===== src/rtl/core/rcp_pkg.sv =====
// Shared types and constants of the request coordinate parser.
package rcp_pkg;

  // Field and state widths.
  localparam int unsigned CHAR_W = 8;
  localparam int unsigned MANT_W = 51;
  localparam int unsigned ACC_W  = 50;
  localparam int unsigned FRAC_W = 4;
  localparam int unsigned Z_W    = 31;
  localparam int unsigned CNT_W  = 5;
  localparam int unsigned STAT_W = 2;

  // Digit limits for the X and Y numbers and for the Z integer.
  localparam logic [CNT_W-1:0] MAX_DIGITS     = CNT_W'(15);
  localparam logic [CNT_W-1:0] MAX_INT_DIGITS = CNT_W'(9);

  // Characters that steer the parse.
  localparam logic [CHAR_W-1:0] CHAR_NUL   = 8'h00;
  localparam logic [CHAR_W-1:0] CHAR_SLASH = 8'h2F;
  localparam logic [CHAR_W-1:0] CHAR_X     = 8'h58;
  localparam logic [CHAR_W-1:0] CHAR_Y     = 8'h59;
  localparam logic [CHAR_W-1:0] CHAR_Z     = 8'h5A;
  localparam logic [CHAR_W-1:0] CHAR_MINUS = 8'h2D;
  localparam logic [CHAR_W-1:0] CHAR_POINT = 8'h2E;
  localparam logic [CHAR_W-1:0] CHAR_ZERO  = 8'h30;
  localparam logic [CHAR_W-1:0] CHAR_NINE  = 8'h39;

  // Bits of the status field.
  localparam int unsigned STAT_DROPPED = 0;
  localparam int unsigned STAT_MISSING = 1;

  // Parse phase.
  typedef enum logic [2:0] {
    PH_SLASH  = 3'd0,
    PH_SEEK_X = 3'd1,
    PH_READ_X = 3'd2,
    PH_SEEK_Y = 3'd3,
    PH_READ_Y = 3'd4,
    PH_SEEK_Z = 3'd5,
    PH_READ_Z = 3'd6,
    PH_DONE   = 3'd7
  } phase_e;

endpackage


===== src/rtl/core/rcp_char_if.sv =====
// Byte channel into the request coordinate parser.
interface rcp_char_if;
  logic                          valid;
  logic                          ready;
  logic [rcp_pkg::CHAR_W-1:0]    char_in;

  modport source (output valid, output char_in, input ready);
  modport sink   (input valid, input char_in, output ready);
endinterface


===== src/rtl/core/rcp_coord_if.sv =====
// Result channel of the request coordinate parser.
interface rcp_coord_if;
  logic                                valid;
  logic                                ready;
  logic signed [rcp_pkg::MANT_W-1:0]   x_mantissa;
  logic        [rcp_pkg::FRAC_W-1:0]   x_frac_digits;
  logic signed [rcp_pkg::MANT_W-1:0]   y_mantissa;
  logic        [rcp_pkg::FRAC_W-1:0]   y_frac_digits;
  logic signed [rcp_pkg::Z_W-1:0]      z_value;
  logic        [rcp_pkg::STAT_W-1:0]   parse_status;

  modport source (output valid, output x_mantissa, output x_frac_digits, output y_mantissa,
                  output y_frac_digits, output z_value, output parse_status, input ready);
  modport sink   (input valid, input x_mantissa, input x_frac_digits, input y_mantissa,
                  input y_frac_digits, input z_value, input parse_status, output ready);
endinterface


===== src/rtl/core/request_coordinate_parser.sv =====
// Request coordinate parser: byte stream in, one X/Y/Z coordinate result per request out.
//
// Usage:
//   char_i carries one request byte per item. Bytes before the first '/' are
//   skipped; then the X, Y and Z markers are searched in turn and the numbers
//   behind them are read. A zero byte closes the request and yields one item
//   on coord_o; all other bytes yield none.
//   X and Y come out as a signed decimal mantissa and a count of fraction
//   digits, Z as a signed integer. parse_status bit 0 flags dropped digits,
//   bit 1 a missing marker.
// Timing:
//   One byte is taken every cycle unless a zero byte stalls (see below). A
//   byte sits in the input register, then the parse state and the result
//   register are updated, so the result of a zero byte leaves from the result register.
//   The per-byte path is one multiply-by-ten-and-add on the 50-bit accumulator.
// Reset:
//   Reset empties both registers and returns the parser to the search for '/'.
// Stall:
//   While a result waits on coord_o, bytes keep flowing in; only a further
//   zero byte halts in the input register until the waiting result is taken.
module request_coordinate_parser (
  input  logic                clk_i,
  input  logic                rst_ni,
  rcp_char_if.sink            char_i,
  rcp_coord_if.source         coord_o
);
  import rcp_pkg::*;

  // Phase after the number being read is closed.
  function automatic phase_e finish_phase(input phase_e p);
    phase_e r;
    r = p;
    unique case (p)
      PH_READ_X: r = PH_SEEK_Y;
      PH_READ_Y: r = PH_SEEK_Z;
      PH_READ_Z: r = PH_DONE;
      default:   r = p;
    endcase
    return r;
  endfunction

  // Phase after checking a byte as the next marker.
  function automatic phase_e seek_phase(input phase_e p, input logic [CHAR_W-1:0] c);
    phase_e r;
    r = p;
    unique case (p)
      PH_SLASH:  if (c == CHAR_SLASH) r = PH_SEEK_X;
      PH_SEEK_X: if (c == CHAR_X) r = PH_READ_X;
      PH_SEEK_Y: if (c == CHAR_Y) r = PH_READ_Y;
      PH_SEEK_Z: if (c == CHAR_Z) r = PH_READ_Z;
      default:   r = p;
    endcase
    return r;
  endfunction

  // Input register.
  logic                s1_valid_q, s1_valid_d;
  logic [CHAR_W-1:0]   char_q;

  // Parse state.
  phase_e              phase_q, phase_d;
  logic [ACC_W-1:0]    acc_q, acc_d;
  logic                neg_q, neg_d;
  logic                start_q, start_d;
  logic                point_q, point_d;
  logic [FRAC_W-1:0]   frac_q, frac_d;
  logic [CNT_W-1:0]    dig_q, dig_d;
  logic [MANT_W-1:0]   xm_q, xm_d;
  logic [FRAC_W-1:0]   xf_q, xf_d;
  logic [MANT_W-1:0]   ym_q, ym_d;
  logic [FRAC_W-1:0]   yf_q, yf_d;
  logic [STAT_W-1:0]   flags_q, flags_d;

  // Result register.
  logic                out_valid_q, out_valid_d;
  logic [MANT_W-1:0]   out_xm_q, out_xm_d;
  logic [FRAC_W-1:0]   out_xf_q, out_xf_d;
  logic [MANT_W-1:0]   out_ym_q, out_ym_d;
  logic [FRAC_W-1:0]   out_yf_q, out_yf_d;
  logic [Z_W-1:0]      out_z_q, out_z_d;
  logic [STAT_W-1:0]   out_st_q, out_st_d;

  // Handshake and byte decode.
  logic                in_fire, out_fire, s1_adv, s1_fire;
  logic                char_zero, reading, is_digit, sign_take, point_take, terminator;
  logic                skip_zero, at_limit, new_number;
  logic [3:0]          digit;
  logic [CNT_W-1:0]    limit;
  logic [MANT_W-1:0]   sval;
  logic [ACC_W-1:0]    acc_next;
  phase_e              seek_in, seek_out;

  // A zero byte may only leave the input register when the result register is free or being read.
  assign char_zero   = (char_q == CHAR_NUL);
  assign out_fire    = out_valid_q && coord_o.ready;
  assign s1_adv      = !char_zero || !out_valid_q || coord_o.ready;
  assign s1_fire     = s1_valid_q && s1_adv;
  assign char_i.ready = !s1_valid_q || s1_adv;
  assign in_fire     = char_i.valid && char_i.ready;

  // Classification of the byte in the input register.
  assign reading    = (phase_q == PH_READ_X) || (phase_q == PH_READ_Y) ||
                      (phase_q == PH_READ_Z);
  assign is_digit   = (char_q >= CHAR_ZERO) && (char_q <= CHAR_NINE);
  assign digit      = 4'(char_q - CHAR_ZERO);
  assign sign_take  = reading && start_q && (char_q == CHAR_MINUS);
  assign point_take = reading && !sign_take && (char_q == CHAR_POINT) &&
                      (phase_q != PH_READ_Z) && !point_q;
  assign terminator = reading && !sign_take && !is_digit && !point_take;
  assign skip_zero  = !point_q && (acc_q == '0) && (digit == 4'd0);
  assign limit      = (phase_q == PH_READ_Z) ? MAX_INT_DIGITS : MAX_DIGITS;
  assign at_limit   = (dig_q >= limit);
  assign acc_next   = (acc_q << 3) + (acc_q << 1) + ACC_W'(digit);

  // Marker search, after closing the current number where the byte ends one.
  assign seek_in    = reading ? finish_phase(phase_q) : phase_q;
  assign seek_out   = seek_phase(seek_in, char_q);
  assign new_number = (seek_out == PH_READ_X) || (seek_out == PH_READ_Y) ||
                      (seek_out == PH_READ_Z);

  // Two's complement value of the number being read.
  assign sval = neg_q ? (MANT_W'(0) - {1'b0, acc_q}) : {1'b0, acc_q};

  // Next phase.
  always_comb begin
    phase_d = phase_q;
    if (s1_fire) begin
      if (char_zero) begin
        phase_d = PH_SLASH;
      end else if (!reading || terminator) begin
        phase_d = seek_out;
      end
    end
  end

  // Number state, held coordinates and result.
  always_comb begin
    acc_d    = acc_q;
    neg_d    = neg_q;
    start_d  = start_q;
    point_d  = point_q;
    frac_d   = frac_q;
    dig_d    = dig_q;
    xm_d     = xm_q;
    xf_d     = xf_q;
    ym_d     = ym_q;
    yf_d     = yf_q;
    flags_d  = flags_q;
    out_xm_d = out_xm_q;
    out_xf_d = out_xf_q;
    out_ym_d = out_ym_q;
    out_yf_d = out_yf_q;
    out_z_d  = out_z_q;
    out_st_d = out_st_q;
    if (s1_fire) begin
      if (char_zero) begin
        // Close the request: a number still open is taken as it stands.
        out_xm_d = (phase_q == PH_READ_X) ? sval : xm_q;
        out_xf_d = (phase_q == PH_READ_X) ? frac_q : xf_q;
        out_ym_d = (phase_q == PH_READ_Y) ? sval : ym_q;
        out_yf_d = (phase_q == PH_READ_Y) ? frac_q : yf_q;
        out_z_d  = ((phase_q == PH_READ_Z) || (phase_q == PH_DONE)) ? sval[Z_W-1:0] : '0;
        out_st_d = flags_q;
        if ((phase_q != PH_READ_Z) && (phase_q != PH_DONE)) begin
          out_st_d[STAT_MISSING] = 1'b1;
        end
        acc_d   = '0;
        neg_d   = 1'b0;
        start_d = 1'b0;
        point_d = 1'b0;
        frac_d  = '0;
        dig_d   = '0;
        xm_d    = '0;
        xf_d    = '0;
        ym_d    = '0;
        yf_d    = '0;
        flags_d = '0;
      end else if (!reading || terminator) begin
        // Store a finished X or Y, then open a number if the byte is a marker.
        if (phase_q == PH_READ_X) begin
          xm_d = sval;
          xf_d = frac_q;
        end
        if (phase_q == PH_READ_Y) begin
          ym_d = sval;
          yf_d = frac_q;
        end
        start_d = 1'b0;
        if (new_number) begin
          acc_d   = '0;
          neg_d   = 1'b0;
          start_d = 1'b1;
          point_d = 1'b0;
          frac_d  = '0;
          dig_d   = '0;
        end
      end else if (sign_take) begin
        neg_d   = 1'b1;
        start_d = 1'b0;
      end else if (point_take) begin
        point_d = 1'b1;
        start_d = 1'b0;
      end else begin
        // Digit: leading zeros ahead of the point are skipped, digits past the limit dropped.
        start_d = 1'b0;
        if (!skip_zero) begin
          if (at_limit) begin
            flags_d[STAT_DROPPED] = 1'b1;
          end else begin
            acc_d = acc_next;
            dig_d = dig_q + CNT_W'(1);
            if (point_q) begin
              frac_d = frac_q + FRAC_W'(1);
            end
          end
        end
      end
    end
  end

  // Register control.
  always_comb begin
    s1_valid_d = s1_valid_q;
    if (in_fire) begin
      s1_valid_d = 1'b1;
    end else if (s1_fire) begin
      s1_valid_d = 1'b0;
    end
    out_valid_d = out_valid_q;
    if (s1_fire && char_zero) begin
      out_valid_d = 1'b1;
    end else if (out_fire) begin
      out_valid_d = 1'b0;
    end
  end

  // Control and parse state registers.
  always_ff @(posedge clk_i or negedge rst_ni) begin
    if (!rst_ni) begin
      s1_valid_q  <= 1'b0;
      out_valid_q <= 1'b0;
      phase_q     <= PH_SLASH;
      acc_q       <= '0;
      neg_q       <= 1'b0;
      start_q     <= 1'b0;
      point_q     <= 1'b0;
      frac_q      <= '0;
      dig_q       <= '0;
      xm_q        <= '0;
      xf_q        <= '0;
      ym_q        <= '0;
      yf_q        <= '0;
      flags_q     <= '0;
    end else begin
      s1_valid_q  <= s1_valid_d;
      out_valid_q <= out_valid_d;
      phase_q     <= phase_d;
      acc_q       <= acc_d;
      neg_q       <= neg_d;
      start_q     <= start_d;
      point_q     <= point_d;
      frac_q      <= frac_d;
      dig_q       <= dig_d;
      xm_q        <= xm_d;
      xf_q        <= xf_d;
      ym_q        <= ym_d;
      yf_q        <= yf_d;
      flags_q     <= flags_d;
    end
  end

  // Payload registers.
  always_ff @(posedge clk_i) begin
    if (in_fire) begin
      char_q <= char_i.char_in;
    end
    out_xm_q <= out_xm_d;
    out_xf_q <= out_xf_d;
    out_ym_q <= out_ym_d;
    out_yf_q <= out_yf_d;
    out_z_q  <= out_z_d;
    out_st_q <= out_st_d;
  end

  // Result channel.
  assign coord_o.valid         = out_valid_q;
  assign coord_o.x_mantissa    = out_xm_q;
  assign coord_o.x_frac_digits = out_xf_q;
  assign coord_o.y_mantissa    = out_ym_q;
  assign coord_o.y_frac_digits = out_yf_q;
  assign coord_o.z_value       = out_z_q;
  assign coord_o.parse_status  = out_st_q;

`ifndef ASSERT_OFF
  // A zero byte always returns the parser to the search for '/'.
  assert property (@(posedge clk_i) disable iff (!rst_ni)
    s1_fire && char_zero |=> phase_q == PH_SLASH)
    else $error("parser did not restart after end of request");

  // A result only appears after a zero byte has been processed.
  assert property (@(posedge clk_i) disable iff (!rst_ni)
    $rose(out_valid_q) |-> $past(s1_fire && char_zero))
    else $error("result appeared without end of request");

  // Fraction digits are a subset of the kept digits.
  assert property (@(posedge clk_i) disable iff (!rst_ni)
    CNT_W'(frac_q) <= dig_q)
    else $error("fraction count exceeds digit count");

  // The Z integer never takes a point.
  assert property (@(posedge clk_i) disable iff (!rst_ni)
    phase_q == PH_READ_Z |-> !point_q)
    else $error("point seen while reading Z");
`endif

endmodule


===== src/flat_wrapper.sv =====
// flat-port wrapper written by rule: the top's interface ports become plain ports
module request_coordinate_parser_flat import rcp_pkg::*;
  (clk_i, rst_ni, char_i_valid, char_i_char_in, char_i_ready, coord_o_valid, coord_o_x_mantissa, coord_o_x_frac_digits, coord_o_y_mantissa, coord_o_y_frac_digits, coord_o_z_value, coord_o_parse_status, coord_o_ready);
  rcp_char_if char_i_i ();
  rcp_coord_if coord_o_i ();
  input  logic clk_i;
  input  logic rst_ni;
  input wire logic [$bits(char_i_i.valid)-1:0] char_i_valid;
  input wire logic [$bits(char_i_i.char_in)-1:0] char_i_char_in;
  output wire logic [$bits(char_i_i.ready)-1:0] char_i_ready;
  output wire logic [$bits(coord_o_i.valid)-1:0] coord_o_valid;
  output wire logic [$bits(coord_o_i.x_mantissa)-1:0] coord_o_x_mantissa;
  output wire logic [$bits(coord_o_i.x_frac_digits)-1:0] coord_o_x_frac_digits;
  output wire logic [$bits(coord_o_i.y_mantissa)-1:0] coord_o_y_mantissa;
  output wire logic [$bits(coord_o_i.y_frac_digits)-1:0] coord_o_y_frac_digits;
  output wire logic [$bits(coord_o_i.z_value)-1:0] coord_o_z_value;
  output wire logic [$bits(coord_o_i.parse_status)-1:0] coord_o_parse_status;
  input wire logic [$bits(coord_o_i.ready)-1:0] coord_o_ready;
  assign char_i_i.valid = char_i_valid;
  assign char_i_i.char_in = char_i_char_in;
  assign char_i_ready = char_i_i.ready;
  assign coord_o_valid = coord_o_i.valid;
  assign coord_o_x_mantissa = coord_o_i.x_mantissa;
  assign coord_o_x_frac_digits = coord_o_i.x_frac_digits;
  assign coord_o_y_mantissa = coord_o_i.y_mantissa;
  assign coord_o_y_frac_digits = coord_o_i.y_frac_digits;
  assign coord_o_z_value = coord_o_i.z_value;
  assign coord_o_parse_status = coord_o_i.parse_status;
  assign coord_o_i.ready = coord_o_ready;
  request_coordinate_parser u_core (.clk_i(clk_i), .rst_ni(rst_ni), .char_i(char_i_i), .coord_o(coord_o_i));
endmodule

===== config.mk =====
export PLATFORM = sky130hd
export DESIGN_NAME = request_coordinate_parser_flat
export DESIGN_NICKNAME = d
export VERILOG_FILES = /design/src/rtl/core/rcp_pkg.sv /design/src/rtl/core/rcp_char_if.sv /design/src/rtl/core/rcp_coord_if.sv /design/src/rtl/core/request_coordinate_parser.sv /design/src/flat_wrapper.sv
export SDC_FILE = /design/constraint.sdc
export NUM_CORES = 1
export LEC_CHECK = 0
export ABC_CLOCK_PERIOD_IN_PS = 17100
export BUFFER_PORTS_ARGS = -buffer_cell sky130_fd_sc_hd__buf_2
export CAP_MARGIN = 30
export CORE_UTILIZATION = 50
export DETAILED_ROUTE_END_ITERATION = 12
export PLACE_DENSITY = 0.8
export SLEW_MARGIN = 20
export SYNTH_ARGS = -nofsm -noshare
export SYNTH_HDL_FRONTEND = slang
export SYNTH_SLANG_ARGS = --single-unit

===== constraint.sdc =====
create_clock -name clk_i -period 17.1 [get_ports clk_i]
set_clock_uncertainty 0.15 [all_clocks]
set_input_delay 2.565 -clock clk_i [delete_from_list [all_inputs] [get_ports clk_i]]
set_output_delay 2.565 -clock clk_i [all_outputs]
set_load 0.1 [all_outputs]

==> flow_summary.yaml <==
worst_setup_path:
  r2r_cells: 9
  critPathCaptureType: "output pin"
  critPathArrivalTime_ps: 3470
  timing.rr.end: "u_core.xm_q[48]"
  endpoint: "char_i_ready"
  r2r_slack_ps: 12640
  start_kind: "input port"
  critical_path_class: "input port to output pin"
  crit_fanout: 3
  crit_path_start: "coord_o_ready"
  required_ps: 14390
  r2r-start: "u_core.acc_q[23]"
placed_design:
  dp.final_hpwl_um: 28700
  gp_congestion: 0.900
  pre_cts_ws_ps: 10950
  portBuffers: 156
power:
  p_int_w: 0.00143
  leakage_nw: 8.55
  clkPwrFrac_pct: 38.4
  p_per_area_mw_per_mm2: 99.2
  ir_drop_mv: 0.0722
  combPwrFrac_pct: 11.0
  netSwitchingPower_w: 0.000469
  seqPwrFrac_pct: 50.6
  p_sw_share_pct: 24.7
floorplanning:
  placementRows: 66
  die-area_mm2: 0.0345
  fp.dieW_um: 186
  die_h_um: 186
  core-area_mm2: 0.0329
  pin_count: 157
  start_util_pct: 51.3
clocking:
  post_cts_buffers: 0
  root_buffer: "clkbuf_16"
  cts_tree: "built"
  cts_resized: 0
  numCtsBuffers: 35
  h-tree-depth: 2
  clockBufferDepth: 3
  postCtsHoldBufs: 0
  path_clk_slew_ps: 60
  clk_latency_ps: 520
  cts_sinks: 329
route:
  initialDrtViolationCount: 1356
  firstDrtPassIters: 7
  route.detailed.drc: 0
  routed_via_density: 5.96
  wl_per_cell_um: 19.1
  vias: 13000
  ant_nets: 0
  wl_um: 41600
yosys:
  yosysMostFrequentCell: "nor2_1"
  syn_area_mm2: 0.0169
  ys_top_cells_by_count: "190 x nor2_1, 178 x dfrtp_1, 157 x a21oi_1"
  yosysSeqAreaShare_pct: 53.3
  netlist_top_cells_area: "edfxtp_1 27%, dfrtp_1 26%, ha_1 7.3%"
  synth_edf_count: 151
  synth_top_area_cell: "edfxtp_1"
  synthFlopType: "dfrtp_1"
  ys_warn_count: 0
  synthesis.nets: 1697
  yosysUniqueCellTypes: 63
  synth_top_area_share_pct: 26.9
  ys_ff_latch: 329
  synth.avg_cell_area_um2: 10.6
  synthArstFlopShare_pct: 54.1
  postSynthCellCount: 1584
global_route:
  globalRouteOverflowTotal: 0
  grt_use_total_pct: 24.2
  grt_pass1_wl_um: 65500
  grt_pass1_vias: 12400
  antenna_found_initial: 0
  grt_max_degree: 99
timing:
  rsz0062_at_grt: "no"
  tightest_slew_ps: 1010
  finalCriticalPeriod_ps: 6180
  fin_crit_sh_pct: 36.1
  relSlewSlack_pct: 32.2
  slew_violations: 0
  layout_setup_ws_ps: 10920
  setup_violations: 0
  finalHoldViolCount: 0
  fin_setup_tns_ps: 0
  fmax_ghz: 0.162
cells_and_area:
  drive_above_1_share_pct: 15.0
  area_growth_pct: 13.6
  fin_nets: 1823
  diodes: 0
  nFillCells: 2714
flow_run:
  cap_violations: 0
min_path:
  hold_class: "flop to flop"
run_status:
  status: "completed"
## critical path: stages
cell and delay, ps:
buf_2 90, nand2b_1 160, nor3_1 290, inv_1 60
buf_2 290
## worst min-delay path by stage
stage                                  from  slack (ps)  cells past startpoint                        endpoint
after floorplan           u_core.flags_q[0]         280                      0  u_core.coord_o.parse_status[0]
after CTS                 u_core.flags_q[0]         310                      0  u_core.coord_o.parse_status[0]
after detailed placement  u_core.flags_q[0]         300                      0  u_core.coord_o.parse_status[0]
after global placement    u_core.flags_q[0]         290                      0  u_core.coord_o.parse_status[0]
after global routing      u_core.flags_q[0]         330                      0  u_core.coord_o.parse_status[0]
final                     u_core.flags_q[0]         310                      0  u_core.coord_o.parse_status[0]
## through the flow
step           total power, W  std cells  area, um^2  hold WS [ps]  util [%]
3_5_place_dp          0.00118       2113       18000           301      54.8
3_3_place_gp          0.00116       2113       18000           287      54.8
5_1_grt               0.00197       2178       19200           335      58.3
6_report              0.00190       2178       19200           309      58.3
2_1_floorplan         0.00112       1584       16900           276         -
4_1_cts               0.00191       2176       19100           310      58.2
## cells in the final DEF, fill, tap and decap left out, types with 9 or more instances in the layout
master	synthesis	layout
a21o_1	18	18
xnor2_1	36	36
nand2b_1	10	10
nor4_1	9	9
a22o_1	87	87
nand3_1	20	20
inv_1	22	22
xor2_1	61	61
or3_1	9	9
nor2b_1	10	10
a211oi_1	9	9
buf_4	0	16
ha_1	99	99
buf_2	11	155
o21ai_0	93	93
dfrtp_1	178	178
nor3_1	21	21
edfxtp_1	151	151
clkbuf_16	0	35
a21oi_1	157	157
or4_1	9	9
mux2_2	11	11
o31ai_1	52	52
nor2_1	190	188
nand4_1	12	12
nand2_1	134	133
## flip-flops by register name (all words and copies together), names as in the netlist, 2 cells and up
name,flops
u_core.coord_o.x_mantissa,51
u_core.coord_o.z_value,31
u_core.frac_q,4
u_core.dig_q,5
u_core.char_q,8
u_core.coord_o.y_frac_digits,4
u_core.phase_q,3
u_core.xm_q,51
u_core.coord_o.y_mantissa,51
u_core.coord_o.x_frac_digits,4
u_core.ym_q,51
u_core.coord_o.parse_status,2
u_core.yf_q,4
u_core.acc_q,50
u_core.xf_q,4
## power by group through the flow
stage / combinational, W / sequential [W] / clock (W)
floorplan: 0.000159 / 0.000960 / 0
finish: 0.000210 / 0.000961 / 0.000729
global route: 0.000236 / 0.000967 / 0.000769
CTS: 0.000210 / 0.000958 / 0.000739
detailed placement: 0.000207 / 0.000972 / 0
global placement: 0.000194 / 0.000967 / 0
## layout make-up
type                    instances  area (um^2)  area share, %
clock buffers                  45          943           4.92
clock inverters                18          164          0.856
inverters                      22         82.6          0.431
multi-input cells            1148         7490           39.1
flip-flops and latches        329         8990           46.9
well taps                     442          553           2.89
repair buffers                174          940           4.90
## per-layer routing
metal / wire length (um) / vias up / GRT usage [%] / share of wire [%]
li1: - / 6081 / - / -
met1: 17900 / 6300 / 33.5 / 43
met2: 19400 / 517 / 38.7 / 47
met3: 3170 / 78 / 4.30 / 7.6
met4: 1100 / 0 / 7.90 / 2.6
met5: 0 / - / 0 / 0
## cell families after synthesis
family | Yosys count | synth area share [%]
flip-flops | 329 | 53.3
buffers and inverters | 107 | 2.51
multiplexers | 15 | 0.972
adder cells (fa/ha/maj) | 101 | 7.58
XOR/XNOR | 97 | 5.04
AO/OA/AOI/OAI | 473 | 18.2
AND/OR/NAND/NOR | 462 | 12.4
No activity file was read; power rests on OpenSTA's default activity.
